`src/rtl/hsv2rgb_pkg.sv`:
```
// ----------------------------------------------------------------------------
// HSV to RGB converter package
// Shared types and constants for the front end, the work queue and the
// arithmetic back end of the converter.
// ----------------------------------------------------------------------------
`default_nettype none

package hsv2rgb_pkg;

    localparam int DEFAULT_HUE_WIDTH = 16;
    localparam int PCT_W             = 7;
    localparam int FACTOR_W          = 6;

    localparam int QUEUE_DEPTH = 8;
    localparam int QUEUE_PTR_W = $clog2(QUEUE_DEPTH);
    localparam int QUEUE_CNT_W = $clog2(QUEUE_DEPTH + 1);

    // Register stages in the front end between an accepted word and its push.
    localparam int FRONT_STAGES = 5;

    typedef enum logic [2:0] {
        SXT_RED_YELLOW,
        SXT_YELLOW_GREEN,
        SXT_GREEN_CYAN,
        SXT_CYAN_BLUE,
        SXT_BLUE_MAGENTA,
        SXT_MAGENTA_RED
    } t_sextant;

    typedef struct packed {
        t_sextant            sextant;
        logic [FACTOR_W-1:0] factor;
        logic [PCT_W-1:0]    sat;
        logic [PCT_W-1:0]    val;
    } t_item;

endpackage

`default_nettype wire

```
`src/rtl/hsv2rgb_front.sv`:
```
// ----------------------------------------------------------------------------
// HSV to RGB front end
// Clamps saturation and value, wraps the signed hue into 0..359 and
// classifies it into a sextant and a ramp factor, one word per cycle.
// ----------------------------------------------------------------------------
`default_nettype none

module hsv2rgb_front #(
    parameter int HUE_WIDTH = hsv2rgb_pkg::DEFAULT_HUE_WIDTH
) (
    input  wire logic                          i_clk,
    input  wire logic                          i_rst_n,
    input  wire logic                          i_accept,
    input  wire logic [HUE_WIDTH-1:0]          i_hue,
    input  wire logic [hsv2rgb_pkg::PCT_W-1:0] i_saturation,
    input  wire logic [hsv2rgb_pkg::PCT_W-1:0] i_brightness,
    output logic                               o_push,
    output hsv2rgb_pkg::t_item                 o_item
);
    import hsv2rgb_pkg::*;

    // The offset hue is split as 8 * div + lo, and div is reduced modulo 45
    // by a reciprocal multiply with one correction step.
    localparam int DIV_W     = HUE_WIDTH - 3;
    localparam int REM_SHIFT = DIV_W + 6;
    localparam int PROD_W    = 2 * DIV_W + 1;
    localparam int Q_W       = PROD_W - REM_SHIFT;

    localparam logic [63:0]      RECIP_WIDE = ((64'd1 << REM_SHIFT) + 64'd44) / 64'd45;
    localparam logic [DIV_W:0]   RECIP      = RECIP_WIDE[DIV_W:0];
    localparam logic [DIV_W-1:0] MOD_BASE   = DIV_W'(45);

    localparam logic [63:0] BIAS_WIDE = (64'd1 << (HUE_WIDTH - 1)) % 64'd360;
    localparam logic [8:0]  HUE_BIAS  = BIAS_WIDE[8:0];
    localparam logic [8:0]  HUE_COMP  = 9'd360 - HUE_BIAS;

    localparam logic [PCT_W-1:0] PCT_MAX = PCT_W'(100);

    logic                 r_f0_vld, r_f1_vld, r_f2_vld, r_f3_vld, r_f4_vld;
    logic [DIV_W-1:0]     r_f0_div, r_f1_div;
    logic [2:0]           r_f0_lo, r_f1_lo, r_f2_lo;
    logic [PCT_W-1:0]     r_f0_sat, r_f1_sat, r_f2_sat, r_f3_sat;
    logic [PCT_W-1:0]     r_f0_val, r_f1_val, r_f2_val, r_f3_val;
    logic [PROD_W-1:0]    r_f1_prod;
    logic [5:0]           r_f2_r45;
    logic [8:0]           r_f3_hue;
    t_item                r_f4_item;

    logic [HUE_WIDTH-1:0] n_offset_hue;
    logic [Q_W-1:0]       n_quot;
    logic [DIV_W-1:0]     n_rem;
    logic [5:0]           n_r45;
    logic [8:0]           n_hue_raw;
    logic [8:0]           n_hue;
    logic [6:0]           n_hm;
    logic [5:0]           n_dist;
    t_item                n_item;

    always_comb begin
        n_offset_hue = {~i_hue[HUE_WIDTH-1], i_hue[HUE_WIDTH-2:0]};

        n_quot = r_f1_prod[PROD_W-1 -: Q_W];
        n_rem  = r_f1_div - DIV_W'(n_quot) * MOD_BASE;
        n_r45  = (n_rem >= MOD_BASE) ? 6'(n_rem - MOD_BASE) : n_rem[5:0];

        n_hue_raw = {r_f2_r45, r_f2_lo};
        n_hue     = (n_hue_raw >= HUE_BIAS) ? n_hue_raw - HUE_BIAS : n_hue_raw + HUE_COMP;

        if (r_f3_hue >= 9'd240) begin
            n_hm = 7'(r_f3_hue - 9'd240);
        end else if (r_f3_hue >= 9'd120) begin
            n_hm = 7'(r_f3_hue - 9'd120);
        end else begin
            n_hm = r_f3_hue[6:0];
        end
        n_dist = (n_hm >= 7'd60) ? 6'(n_hm - 7'd60) : 6'(7'd60 - n_hm);

        if (r_f3_hue < 9'd60) begin
            n_item.sextant = SXT_RED_YELLOW;
        end else if (r_f3_hue < 9'd120) begin
            n_item.sextant = SXT_YELLOW_GREEN;
        end else if (r_f3_hue < 9'd180) begin
            n_item.sextant = SXT_GREEN_CYAN;
        end else if (r_f3_hue < 9'd240) begin
            n_item.sextant = SXT_CYAN_BLUE;
        end else if (r_f3_hue < 9'd300) begin
            n_item.sextant = SXT_BLUE_MAGENTA;
        end else begin
            n_item.sextant = SXT_MAGENTA_RED;
        end
        n_item.factor = 6'd60 - n_dist;
        n_item.sat    = r_f3_sat;
        n_item.val    = r_f3_val;
    end

    always_ff @(posedge i_clk) begin
        if (!i_rst_n) begin
            r_f0_vld <= 1'b0;
            r_f1_vld <= 1'b0;
            r_f2_vld <= 1'b0;
            r_f3_vld <= 1'b0;
            r_f4_vld <= 1'b0;
        end else begin
            r_f0_vld <= i_accept;
            r_f1_vld <= r_f0_vld;
            r_f2_vld <= r_f1_vld;
            r_f3_vld <= r_f2_vld;
            r_f4_vld <= r_f3_vld;
        end
    end

    always_ff @(posedge i_clk) begin
        r_f0_div  <= n_offset_hue[HUE_WIDTH-1:3];
        r_f0_lo   <= n_offset_hue[2:0];
        r_f0_sat  <= (i_saturation > PCT_MAX) ? PCT_MAX : i_saturation;
        r_f0_val  <= (i_brightness > PCT_MAX) ? PCT_MAX : i_brightness;

        r_f1_prod <= PROD_W'(r_f0_div) * PROD_W'(RECIP);
        r_f1_div  <= r_f0_div;
        r_f1_lo   <= r_f0_lo;
        r_f1_sat  <= r_f0_sat;
        r_f1_val  <= r_f0_val;

        r_f2_r45  <= n_r45;
        r_f2_lo   <= r_f1_lo;
        r_f2_sat  <= r_f1_sat;
        r_f2_val  <= r_f1_val;

        r_f3_hue  <= n_hue;
        r_f3_sat  <= r_f2_sat;
        r_f3_val  <= r_f2_val;

        r_f4_item <= n_item;
    end

    assign o_push = r_f4_vld;
    assign o_item = r_f4_item;

    a_hue_wrapped : assert property (@(posedge i_clk) disable iff (!i_rst_n)
        r_f3_vld |-> (r_f3_hue < 9'd360))
        else $error("wrapped hue out of range");

    a_item_bounds : assert property (@(posedge i_clk) disable iff (!i_rst_n)
        r_f4_vld |-> (r_f4_item.factor <= 6'd60 && r_f4_item.sat <= PCT_MAX
                      && r_f4_item.val <= PCT_MAX))
        else $error("classified word out of range");

endmodule

`default_nettype wire

```
`src/rtl/hsv2rgb_queue.sv`:
```
// ----------------------------------------------------------------------------
// HSV to RGB work queue
// Short FIFO between the front end and the back end. The back end takes
// the head word in every cycle in which the queue holds one.
// ----------------------------------------------------------------------------
`default_nettype none

module hsv2rgb_queue (
    input  wire logic                                i_clk,
    input  wire logic                                i_rst_n,
    input  wire logic                                i_push,
    input  hsv2rgb_pkg::t_item                       i_item,
    output logic                                     o_vld,
    output hsv2rgb_pkg::t_item                       o_item,
    output logic [hsv2rgb_pkg::QUEUE_CNT_W-1:0]      o_level
);
    import hsv2rgb_pkg::*;

    t_item                  r_mem [QUEUE_DEPTH];
    logic [QUEUE_PTR_W-1:0] r_wr_ptr, r_rd_ptr;
    logic [QUEUE_CNT_W-1:0] r_count;
    t_item                  r_head;
    logic                   r_head_vld;
    logic                   n_pop;

    assign n_pop = (r_count != '0);

    always_ff @(posedge i_clk) begin
        if (!i_rst_n) begin
            r_wr_ptr   <= '0;
            r_rd_ptr   <= '0;
            r_count    <= '0;
            r_head_vld <= 1'b0;
        end else begin
            r_head_vld <= n_pop;
            if (i_push) begin
                r_wr_ptr <= r_wr_ptr + 1'b1;
            end
            if (n_pop) begin
                r_rd_ptr <= r_rd_ptr + 1'b1;
            end
            if (i_push && !n_pop) begin
                r_count <= r_count + 1'b1;
            end else if (!i_push && n_pop) begin
                r_count <= r_count - 1'b1;
            end
        end
    end

    always_ff @(posedge i_clk) begin
        if (i_push) begin
            r_mem[r_wr_ptr] <= i_item;
        end
        if (n_pop) begin
            r_head <= r_mem[r_rd_ptr];
        end
    end

    assign o_vld   = r_head_vld;
    assign o_item  = r_head;
    assign o_level = r_count;

    a_no_overflow : assert property (@(posedge i_clk) disable iff (!i_rst_n)
        r_count <= QUEUE_CNT_W'(QUEUE_DEPTH))
        else $error("queue overflow");

endmodule

`default_nettype wire

```
`src/rtl/hsv2rgb_back.sv`:
```
// ----------------------------------------------------------------------------
// HSV to RGB back end
// Forms chroma, ramp and offset from a classified word, routes them to the
// three channels and scales each channel to eight bits.
// ----------------------------------------------------------------------------
`default_nettype none

module hsv2rgb_back (
    input  wire logic         i_clk,
    input  wire logic         i_rst_n,
    input  wire logic         i_vld,
    input  hsv2rgb_pkg::t_item i_item,
    output logic              o_valid,
    output logic [7:0]        o_red,
    output logic [7:0]        o_green,
    output logic [7:0]        o_blue
);
    import hsv2rgb_pkg::*;

    localparam int SCALED_W = 20;
    localparam int MUL_W    = 29;
    localparam int PROD_W   = SCALED_W + MUL_W;
    localparam int OUT_LSB  = 40;

    // Channel = floor(x * 17 / 40000), done as x * 17 * ceil(2^40 / 40000) >> 40.
    localparam logic [63:0]       RECIP_WIDE = ((64'd1 << OUT_LSB) + 64'd39999) / 64'd40000;
    localparam logic [63:0]       SCALE_WIDE = RECIP_WIDE * 64'd17;
    localparam logic [MUL_W-1:0]  SCALE_MUL  = SCALE_WIDE[MUL_W-1:0];
    localparam logic [SCALED_W-1:0] MAX_SCALED = SCALED_W'(600000);

    logic                r_b1_vld, r_b2_vld, r_b3_vld, r_b4_vld;
    logic [13:0]         r_b1_vs;
    logic [PCT_W-1:0]    r_b1_val;
    logic [FACTOR_W-1:0] r_b1_factor;
    t_sextant            r_b1_sxt, r_b2_sxt;
    logic [SCALED_W-1:0] r_b2_chroma, r_b2_ramp, r_b2_full;
    logic [SCALED_W-1:0] r_b3_red, r_b3_green, r_b3_blue;
    logic [PROD_W-1:0]   r_b4_red, r_b4_green, r_b4_blue;

    logic [SCALED_W-1:0] n_offset;
    logic [SCALED_W-1:0] n_part_r, n_part_g, n_part_b;

    always_comb begin
        n_offset = r_b2_full - r_b2_chroma;
        case (r_b2_sxt)
            SXT_RED_YELLOW: begin
                n_part_r = r_b2_chroma;
                n_part_g = r_b2_ramp;
                n_part_b = '0;
            end
            SXT_YELLOW_GREEN: begin
                n_part_r = r_b2_ramp;
                n_part_g = r_b2_chroma;
                n_part_b = '0;
            end
            SXT_GREEN_CYAN: begin
                n_part_r = '0;
                n_part_g = r_b2_chroma;
                n_part_b = r_b2_ramp;
            end
            SXT_CYAN_BLUE: begin
                n_part_r = '0;
                n_part_g = r_b2_ramp;
                n_part_b = r_b2_chroma;
            end
            SXT_BLUE_MAGENTA: begin
                n_part_r = r_b2_ramp;
                n_part_g = '0;
                n_part_b = r_b2_chroma;
            end
            default: begin
                n_part_r = r_b2_chroma;
                n_part_g = '0;
                n_part_b = r_b2_ramp;
            end
        endcase
    end

    always_ff @(posedge i_clk) begin
        if (!i_rst_n) begin
            r_b1_vld <= 1'b0;
            r_b2_vld <= 1'b0;
            r_b3_vld <= 1'b0;
            r_b4_vld <= 1'b0;
        end else begin
            r_b1_vld <= i_vld;
            r_b2_vld <= r_b1_vld;
            r_b3_vld <= r_b2_vld;
            r_b4_vld <= r_b3_vld;
        end
    end

    always_ff @(posedge i_clk) begin
        r_b1_vs     <= 14'(i_item.val) * 14'(i_item.sat);
        r_b1_val    <= i_item.val;
        r_b1_factor <= i_item.factor;
        r_b1_sxt    <= i_item.sextant;

        r_b2_chroma <= SCALED_W'(r_b1_vs) * SCALED_W'(60);
        r_b2_ramp   <= SCALED_W'(r_b1_vs) * SCALED_W'(r_b1_factor);
        r_b2_full   <= SCALED_W'(r_b1_val) * SCALED_W'(6000);
        r_b2_sxt    <= r_b1_sxt;

        r_b3_red    <= n_part_r + n_offset;
        r_b3_green  <= n_part_g + n_offset;
        r_b3_blue   <= n_part_b + n_offset;

        r_b4_red    <= PROD_W'(r_b3_red) * PROD_W'(SCALE_MUL);
        r_b4_green  <= PROD_W'(r_b3_green) * PROD_W'(SCALE_MUL);
        r_b4_blue   <= PROD_W'(r_b3_blue) * PROD_W'(SCALE_MUL);
    end

    assign o_valid = r_b4_vld;
    assign o_red   = r_b4_red[OUT_LSB +: 8];
    assign o_green = r_b4_green[OUT_LSB +: 8];
    assign o_blue  = r_b4_blue[OUT_LSB +: 8];

    a_scaled_bound : assert property (@(posedge i_clk) disable iff (!i_rst_n)
        r_b3_vld |-> (r_b3_red <= MAX_SCALED && r_b3_green <= MAX_SCALED
                      && r_b3_blue <= MAX_SCALED))
        else $error("channel sum exceeds full scale");

    a_valid_origin : assert property (@(posedge i_clk) disable iff (!i_rst_n)
        o_valid |-> $past(i_vld, 4))
        else $error("result strobe without a dequeued word");

    a_full_offset : assert property (@(posedge i_clk) disable iff (!i_rst_n)
        r_b2_vld |-> (r_b2_chroma <= r_b2_full))
        else $error("chroma exceeds value scale");

endmodule

`default_nettype wire

```
`src/rtl/hsv_to_rgb_converter.sv`:
```
// ----------------------------------------------------------------------------
// HSV to RGB converter
// Converts a signed hue in degrees and a saturation and value in percent
// into 8-bit red, green and blue.
//
//   Channel   Ports                                   Handshake
//   input     i_hue, i_saturation, i_brightness       start && !busy
//   result    o_red, o_green, o_blue                  o_valid, one cycle
//
// One word is accepted per clock while busy is low. o_valid rises once the
// accepted word has passed five front-end stages, one queue write, one
// registered queue read and four back-end stages with their multipliers.
// i_rst_n is synchronous; it clears all valid flags and the queue.
// busy rises when the queue level leaves no room for the words still in
// the front end; the back end drains one word per cycle, so in steady
// operation busy stays low.
// ----------------------------------------------------------------------------
`default_nettype none

module hsv_to_rgb_converter #(
    parameter int HUE_WIDTH = hsv2rgb_pkg::DEFAULT_HUE_WIDTH
) (
    input  wire logic                          i_clk,
    input  wire logic                          i_rst_n,
    input  wire logic                          start,
    output logic                               busy,
    input  wire logic [HUE_WIDTH-1:0]          i_hue,
    input  wire logic [hsv2rgb_pkg::PCT_W-1:0] i_saturation,
    input  wire logic [hsv2rgb_pkg::PCT_W-1:0] i_brightness,
    output logic                               o_valid,
    output logic [7:0]                         o_red,
    output logic [7:0]                         o_green,
    output logic [7:0]                         o_blue
);
    import hsv2rgb_pkg::*;

    localparam logic [QUEUE_CNT_W-1:0] BUSY_LEVEL = QUEUE_CNT_W'(QUEUE_DEPTH - FRONT_STAGES);

    logic                   w_push;
    t_item                  w_push_item;
    logic                   w_head_vld;
    t_item                  w_head_item;
    logic [QUEUE_CNT_W-1:0] w_level;

    assign busy = (w_level >= BUSY_LEVEL);

    hsv2rgb_front #(
        .HUE_WIDTH(HUE_WIDTH)
    ) u_front (
        .i_clk        (i_clk),
        .i_rst_n      (i_rst_n),
        .i_accept     (start && !busy),
        .i_hue        (i_hue),
        .i_saturation (i_saturation),
        .i_brightness (i_brightness),
        .o_push       (w_push),
        .o_item       (w_push_item)
    );

    hsv2rgb_queue u_queue (
        .i_clk   (i_clk),
        .i_rst_n (i_rst_n),
        .i_push  (w_push),
        .i_item  (w_push_item),
        .o_vld   (w_head_vld),
        .o_item  (w_head_item),
        .o_level (w_level)
    );

    hsv2rgb_back u_back (
        .i_clk   (i_clk),
        .i_rst_n (i_rst_n),
        .i_vld   (w_head_vld),
        .i_item  (w_head_item),
        .o_valid (o_valid),
        .o_red   (o_red),
        .o_green (o_green),
        .o_blue  (o_blue)
    );

endmodule

`default_nettype wire

```
`config.mk`:
```
export PLATFORM = sky130hd
export DESIGN_NAME = hsv_to_rgb_converter
export DESIGN_NICKNAME = d
export VERILOG_FILES = /design/src/rtl/hsv2rgb_pkg.sv /design/src/rtl/hsv2rgb_front.sv /design/src/rtl/hsv2rgb_queue.sv /design/src/rtl/hsv2rgb_back.sv /design/src/rtl/hsv_to_rgb_converter.sv
export SDC_FILE = /design/constraint.sdc
export NUM_CORES = 2
export LEC_CHECK = 0
export BUFFER_PORTS_ARGS = -buffer_cell sky130_fd_sc_hd__buf_2
export CAP_MARGIN = 20
export CORE_MARGIN = 4
export CORE_UTILIZATION = 62
export DETAILED_ROUTE_END_ITERATION = 10
export PLACE_DENSITY = 0.75
export SETUP_SLACK_MARGIN = 0.4
export SLEW_MARGIN = 20
export SYNTH_ARGS = -nofsm -noshare
export SYNTH_HDL_FRONTEND = slang
export SYNTH_SLANG_ARGS = --single-unit
```
`constraint.sdc`:
```
create_clock -name i_clk -period 8.55 [get_ports i_clk]
set_clock_uncertainty 0.15 [all_clocks]
set_input_delay 0.855 -clock i_clk [delete_from_list [all_inputs] [get_ports i_clk]]
set_output_delay 0.855 -clock i_clk [all_outputs]
set_load 0.02 [all_outputs]
```
======== Word-level counts from Yosys, hierarchy flattened ========
Memories as Yosys holds them, arrays and structs flattened. A register that Yosys moved wholly into a read port is not among the register bits.
Index checks and enable logic that the tools add are counted.
W data, S select, Z words.
cells by class
  add/sub/neg operators ................... 17
  $mul .................................... 9
  magnitude comparators ................... 13
  equal/unequal tests ..................... 4
  mux-type cells .......................... 16
  bitwise operators ....................... 1
  reduce and logical (&&, ||, !) cells .... 17
operator list
  operator                  number
  $mul A20 B29 Y48 const B  3
  $pmux W20 S2              3
  $add A20 B20 Y20          3
  $mul A13 B14 Y27 const B  1
  $mul A14 B6 Y20           1
  $sub A20 B20 Y20          1
  $lt A9 B8 Y1 const B      2
  $mul A14 B4 Y18 const B   1
  $mul A7 B9 Y16 const B    1
  $gt A7 B7 Y1 const B      2
  $mul A7 B7 Y14            1
  $mux W7                   2
  $reduce_or A2 Y1          7
  $sub A7 B7 Y7 const B     2
  $ge A13 B6 Y1 const B     1
  $mul A8 B6 Y13 const B    1
  $sub A13 B13 Y13          1
  $mux W6                   2
  $sub A6 B6 Y6 const A     2
  $sub A6 B6 Y6 const B     2
  $add A9 B9 Y9 const B     1
  $ge A9 B4 Y1 const B      1
  $ge A9 B7 Y1 const B      1
  $ge A9 B8 Y1 const B      1
  23 further kinds          34
storage, ports and cells
  register bits ........................... 467
  bits in writable memories ............... 184
  input bits .............................. 33
  output and inout bits ................... 26
  logic and storage cells ................. 127
  memories kept ........................... 1
memory list
  memory         words  bits a word  rd ports  clocked after memory_dff  write ports  RTL line             source
  u_queue.r_mem  8      23           1         1                         1            hsv2rgb_queue.sv:19  t_item r_mem [QUEUE_DEPTH];

======== Longest topological paths before layout ========
  depth after elaboration ................. 6
  depth in mapped cells ................... 23

======== Modules after synthesis ========
Synthesis repeated with hierarchy kept, for this count alone.
unflattened totals
  cells, all modules ...................... 5,309
  area, all modules ....................... 57,810.4 µm²
modules (own cells, without submodules)
  module                instances  cells an instance  area each (µm²)  sequential area each (µm²)
  hsv2rgb_back          1          4,207              41,675.0         3,503.4
  hsv2rgb_queue         1          357                8,264.2          6,436.2
  hsv2rgb_front         1          742                7,852.5          2,842.7
  hsv_to_rgb_converter  1          3                  18.8             0.0

======== Worst setup path before layout ========
No wires, ideal clock.
  kind .................................... flip-flop to flip-flop
  start point ............................. reg u_back.r_b3_red[2]
  end point ............................... reg u_back.r_b4_red[46]
  library setup time ...................... 0.119 ns
  arrival ................................. 6.136 ns
  path slack .............................. 2.146 ns
  cell stages (with the launch flop) ...... 20
  buffers on the path ..................... 0
  period minus slack after synthesis ...... 6.404 ns
  path through ............................ dfxtp_1 > inv_1 > fa_1 > inv_1 > fa_1 > fa_1 > inv_1 > fa_1 > fa_1 > inv_1 > fa_1 > fa_1 > ha_1 > inv_1 > or4_1 > or4_1 > o21ai_1 > o41a_1 > a21oi_1 > xnor2_1
on the way
  cells in the longest elaborated chain, start to end .. 1
RTL lines
  element                 RTL line             source
  start, declared         hsv2rgb_back.sv:37   logic [SCALED_W-1:0] r_b3_red, r_b3_green, r_b3_blue;
  start signal, assigned  hsv2rgb_back.sv:104  r_b3_red <= n_part_r + n_offset;
  $mul A20 B29 Y48        hsv2rgb_back.sv:108  r_b4_red <= PROD_W'(r_b3_red) * PROD_W'(SCALE_MUL);
  end signal, assigned    hsv2rgb_back.sv:108
  end, declared           hsv2rgb_back.sv:38   logic [PROD_W-1:0] r_b4_red, r_b4_green, r_b4_blue;
Every way passes these cells.
A chain may end at the register's enable or synchronous reset.

======== Final worst setup path ========
  start point ............................. reg u_back.r_b3_blue[17]
  end point ............................... reg u_back.r_b4_blue[47]
on the way
  cells in the longest elaborated chain, start to end .. 1
RTL lines
  element                 RTL line             source
  start, declared         hsv2rgb_back.sv:37
  start signal, assigned  hsv2rgb_back.sv:106  r_b3_blue <= n_part_b + n_offset;
  $mul A20 B29 Y48        hsv2rgb_back.sv:110  r_b4_blue <= PROD_W'(r_b3_blue) * PROD_W'(SCALE_MUL);
  end signal, assigned    hsv2rgb_back.sv:110
  end, declared           hsv2rgb_back.sv:38
Every way passes these cells.

==> results.md <==
- The run finished with clean final reports.
- The per-cell routed wire length is 18.5 um.
- Setup violations remaining at the end of the flow were counted as 0.
- The final-layout setup total negative slack is 0 ns.
- The clock period minus worst slack is 7.32 ns.
- The insertion delay of the later-clocked pin in the worst-skew pair is 0.65 ns.
- Compared with the post-synthesis result, the final layout area differs by 6.67%.
- The post-CTS setup-driven buffer insertion count is 0.
- Together, buffers and inverters on the worst path number 4.
- The die is 313 um wide.
- The number of antenna violations at the first check in global routing is 0.
- The die height is about 310 um.
- Yosys mapped a number of flops with a built-in enable equal to 207.
- The global-route wire length before repair is 206000 um.
- No sink is reached through more buffers than the 3 on the longest clock path.
- Gates resized during post-CTS repair numbered 0.
- The kind of cell with the highest combined delay along the critical path is adder cells.
- The routed layout has 36465 vias.
- The die area is approximately 98000 um^2.
- The most common flop cell mapped by yosys is dfxtp_1.
- The tool flagged a number of max-cap violations equal to 0.
- The cell with the biggest individual delay on the critical path is a2111oi_0.
- The number of hold-repair buffers added at the cts stage is 0.
- Based on the critical path, the design can be clocked at up to 137 MHz.
- The largest fanout on the critical path is 7.
- The first routing iteration left 2084 violations.
- Synthesis produced a netlist with a net count of 7170.
- The actual transition at the worst max-transition pin is 1.02 ns.
- The class of the tightest hold or removal check is in2reg.
- The via density per instance is 5.47.
- Yosys attributes the largest share of cell area to fa_1 (29%), ha_1 (22%), dfxtp_1 (11%), edfxtp_1 (11%), inv_1 (9.3%).
- Yosys mapped the design onto 83 distinct sky130hd cell types.
- The via count of the first global-routing pass is between 30000 and 40000.
- Once the floorplan was initialized, standard cells occupied 62.6% of the core.
- The largest net degree at the start of global routing is 49.
- The worst setup path is of the reg2reg kind.
- The worst path uses 85.6% of the clock period.
- Global routing finished with a remaining overflow of 0.
- The TritonCTS clock tree is done.
- Setup repair after global routing left no endpoint under its margin.
- Clock tree synthesis selected as its root buffer the cell clkbuf_16.
- The core region area is 91900 um^2.
- The most instantiated library cell after synthesis is inv_1.
- The global router's overall resource usage is 26.4%.
- Of the cells placed in the final design, the portion with a size suffix greater than 1 is 5.29%.
- The count of mapped cells out of synthesis is 5289.
- Averaged over all synthesized cells, the footprint is 10.9 um^2.
- The cell type with the highest occurrence count on the critical path is fa_1.
- Synthesis inferred roughly 540 register bits.
- TritonCTS created 56 clock buffers.
- The type of destination of the critical path is a flop.
- Headroom to the max-slew limit came out at between 30% and 40%.
- The final number of hold-violating endpoints came to 0.
- The kind of start point of the critical path is a flop.
- The global placer's final weighted congestion is 0.963.
- The number of detailed-route iterations in the first pass is 5.
- The final wirelength is 124000 um.
- After floorplanning, the core was divided into approximately 110 placement rows.
- The commonest cells after synthesis are inv_1 (1430), ha_1 (1025), fa_1 (823), dfxtp_1 (328), edfxtp_1 (207).
- The CTS sink count is roughly 540.
- The mapped netlist covers around 58000 um^2.
- For this run, the register share of the synthesized area comes to 22.2%.
- At the worst endpoint, the required time is approximately 8.9 ns.
- The wire-length estimate of the detail-placed layout is 102000 um.
- The number of ports placed on the die boundary is 59.
- The biggest area contributor in the post-synthesis netlist is fa_1.
- The final number of max-transition violations is 0.
- The share of flip-flops with an asynchronous set or reset is 0%.
- The H-tree level count is 2.
- The Yosys step of the flow raised 0 warnings.
- Data arrives at the worst endpoint at approximately 7.7 ns.
- For this run, design rule violations remaining after detail routing come to 0.
- In this design, the stage delay of the slowest critical-path cell is 0.81 ns.
- During placement, the flow inserted port buffers numbering 58.
- Once detail routing completed, the nets flagged for antenna violations numbered 0.
- The net count reported at finish is slightly above 7000.
- Traced cell by cell, the critical path runs through fa_1 > inv_1 > fa_1 > fa_1 > fa_1 > inv_1 > fa_1 > inv_1 > fa_1 > fa_1 > inv_1 > ha_1 > nand4_1 > nor2_1 > nand3_1 > a2111oi_0 > a31oi_1 > a21oi_1 > nor2_1 > nor4b_1 > or3_1.
- The area share of the largest cell type after synthesis is 28.6%.
- The clock-pin slew reported for the worst setup and hold paths after clock tree synthesis is 0.07 ns.
-- kinds of logic after synthesis --
family | after synthesis | synth area share (%)
buffers and inverters | 1469 | 9.58
XOR/XNOR | 201 | 3.09
AO/OA/AOI/OAI | 553 | 6.58
flip-flops | 535 | 22.2
AND/OR/NAND/NOR | 604 | 5.22
multiplexers | 79 | 2.43
adder cells (fa/ha/maj) | 1848 | 50.9
-- through the flow --
| stage | std cells | hold slack (ns) | util [%] | instance area, um^2 | setup slack [ns] |
|---|---|---|---|---|---|
| after floorplan | 5289 | 0.160 | - | 57600 | 2.15 |
| after global placement | 6562 | 0.160 | 64.6 | 59400 | 1.49 |
| after detailed placement | 6562 | 0.162 | 64.6 | 59400 | 1.39 |
| after CTS | 6668 | 0.0989 | 66.8 | 61400 | 1.35 |
| after global routing | 6668 | 0.119 | 66.8 | 61400 | 0.953 |
| final | 6669 | 0.142 | 66.8 | 61400 | 1.23 |
-- registers in the layout (all words and copies together) (netlist names), 8 cells and up --
register            count
u_queue.r_mem         184
u_front.o_item         23
u_queue.o_item         23
u_back.r_b2_ramp       20
u_back.r_b3_blue       20
u_back.r_b3_green      20
u_back.r_b3_red        20
u_back.r_b2_chroma     18
u_back.r_b2_full       16
u_back.r_b1_vs         14
u_front.r_f0_div       13
u_front.r_f1_div       13
u_front.r_f3_hue        9
u_back.r_b4_blue        8
u_back.r_b4_green       8
u_back.r_b4_red         8
u_front.r_f1_prod       8
-- cell usage in the layout (no fill, tap or decap), types with 104 or more instances in the layout --
cell type and n:
inv_1 1430, ha_1 1025, fa_1 823, dfxtp_1 326, edfxtp_1 207, nand2_1 172, a21oi_1 141, xnor2_1 141
nor2_1 104
-- path summary, 6_finish.rpt --
path                          end  slack, ns                 start  depth (start not counted)
max          u_back.r_b4_blue[47]       1.23  u_back.r_b3_blue[17]                         21
min          u_front.r_f0_div[10]       0.14             i_hue[13]                          1
max reg2reg  u_back.r_b4_blue[47]       1.23  u_back.r_b3_blue[17]                         21
min reg2reg    u_back.r_b2_sxt[2]       0.17    u_back.r_b1_sxt[2]                          0
-- area by class of cell --
cell class                      count  area (um^2)
Multi-Input combinational cell   3285        39300
Fill cell                        7022        30500
Sequential cell                   535        12800
Inverter                         1430         5370
Clock buffer                       69         1560
Tap cell                         1243         1560
Clock inverter                     37          420
Timing Repair Buffer               69          373
Antenna cell                        1         2.50
-- layer usage --
metal	global-route usage (%)	vias to the layer above	share of wire [%]	wire length, um
li1	-	17135	-	-
met1	34.8	18166	42	51600
met2	45.6	893	50	61400
met3	3.17	271	4.8	5960
met4	8.82	0	3.7	4550
met5	0	-	0	0
Power is left out: the tool's default activity adds up to more than one toggle a clock period on the data nets, which glitch-free logic cannot reach.
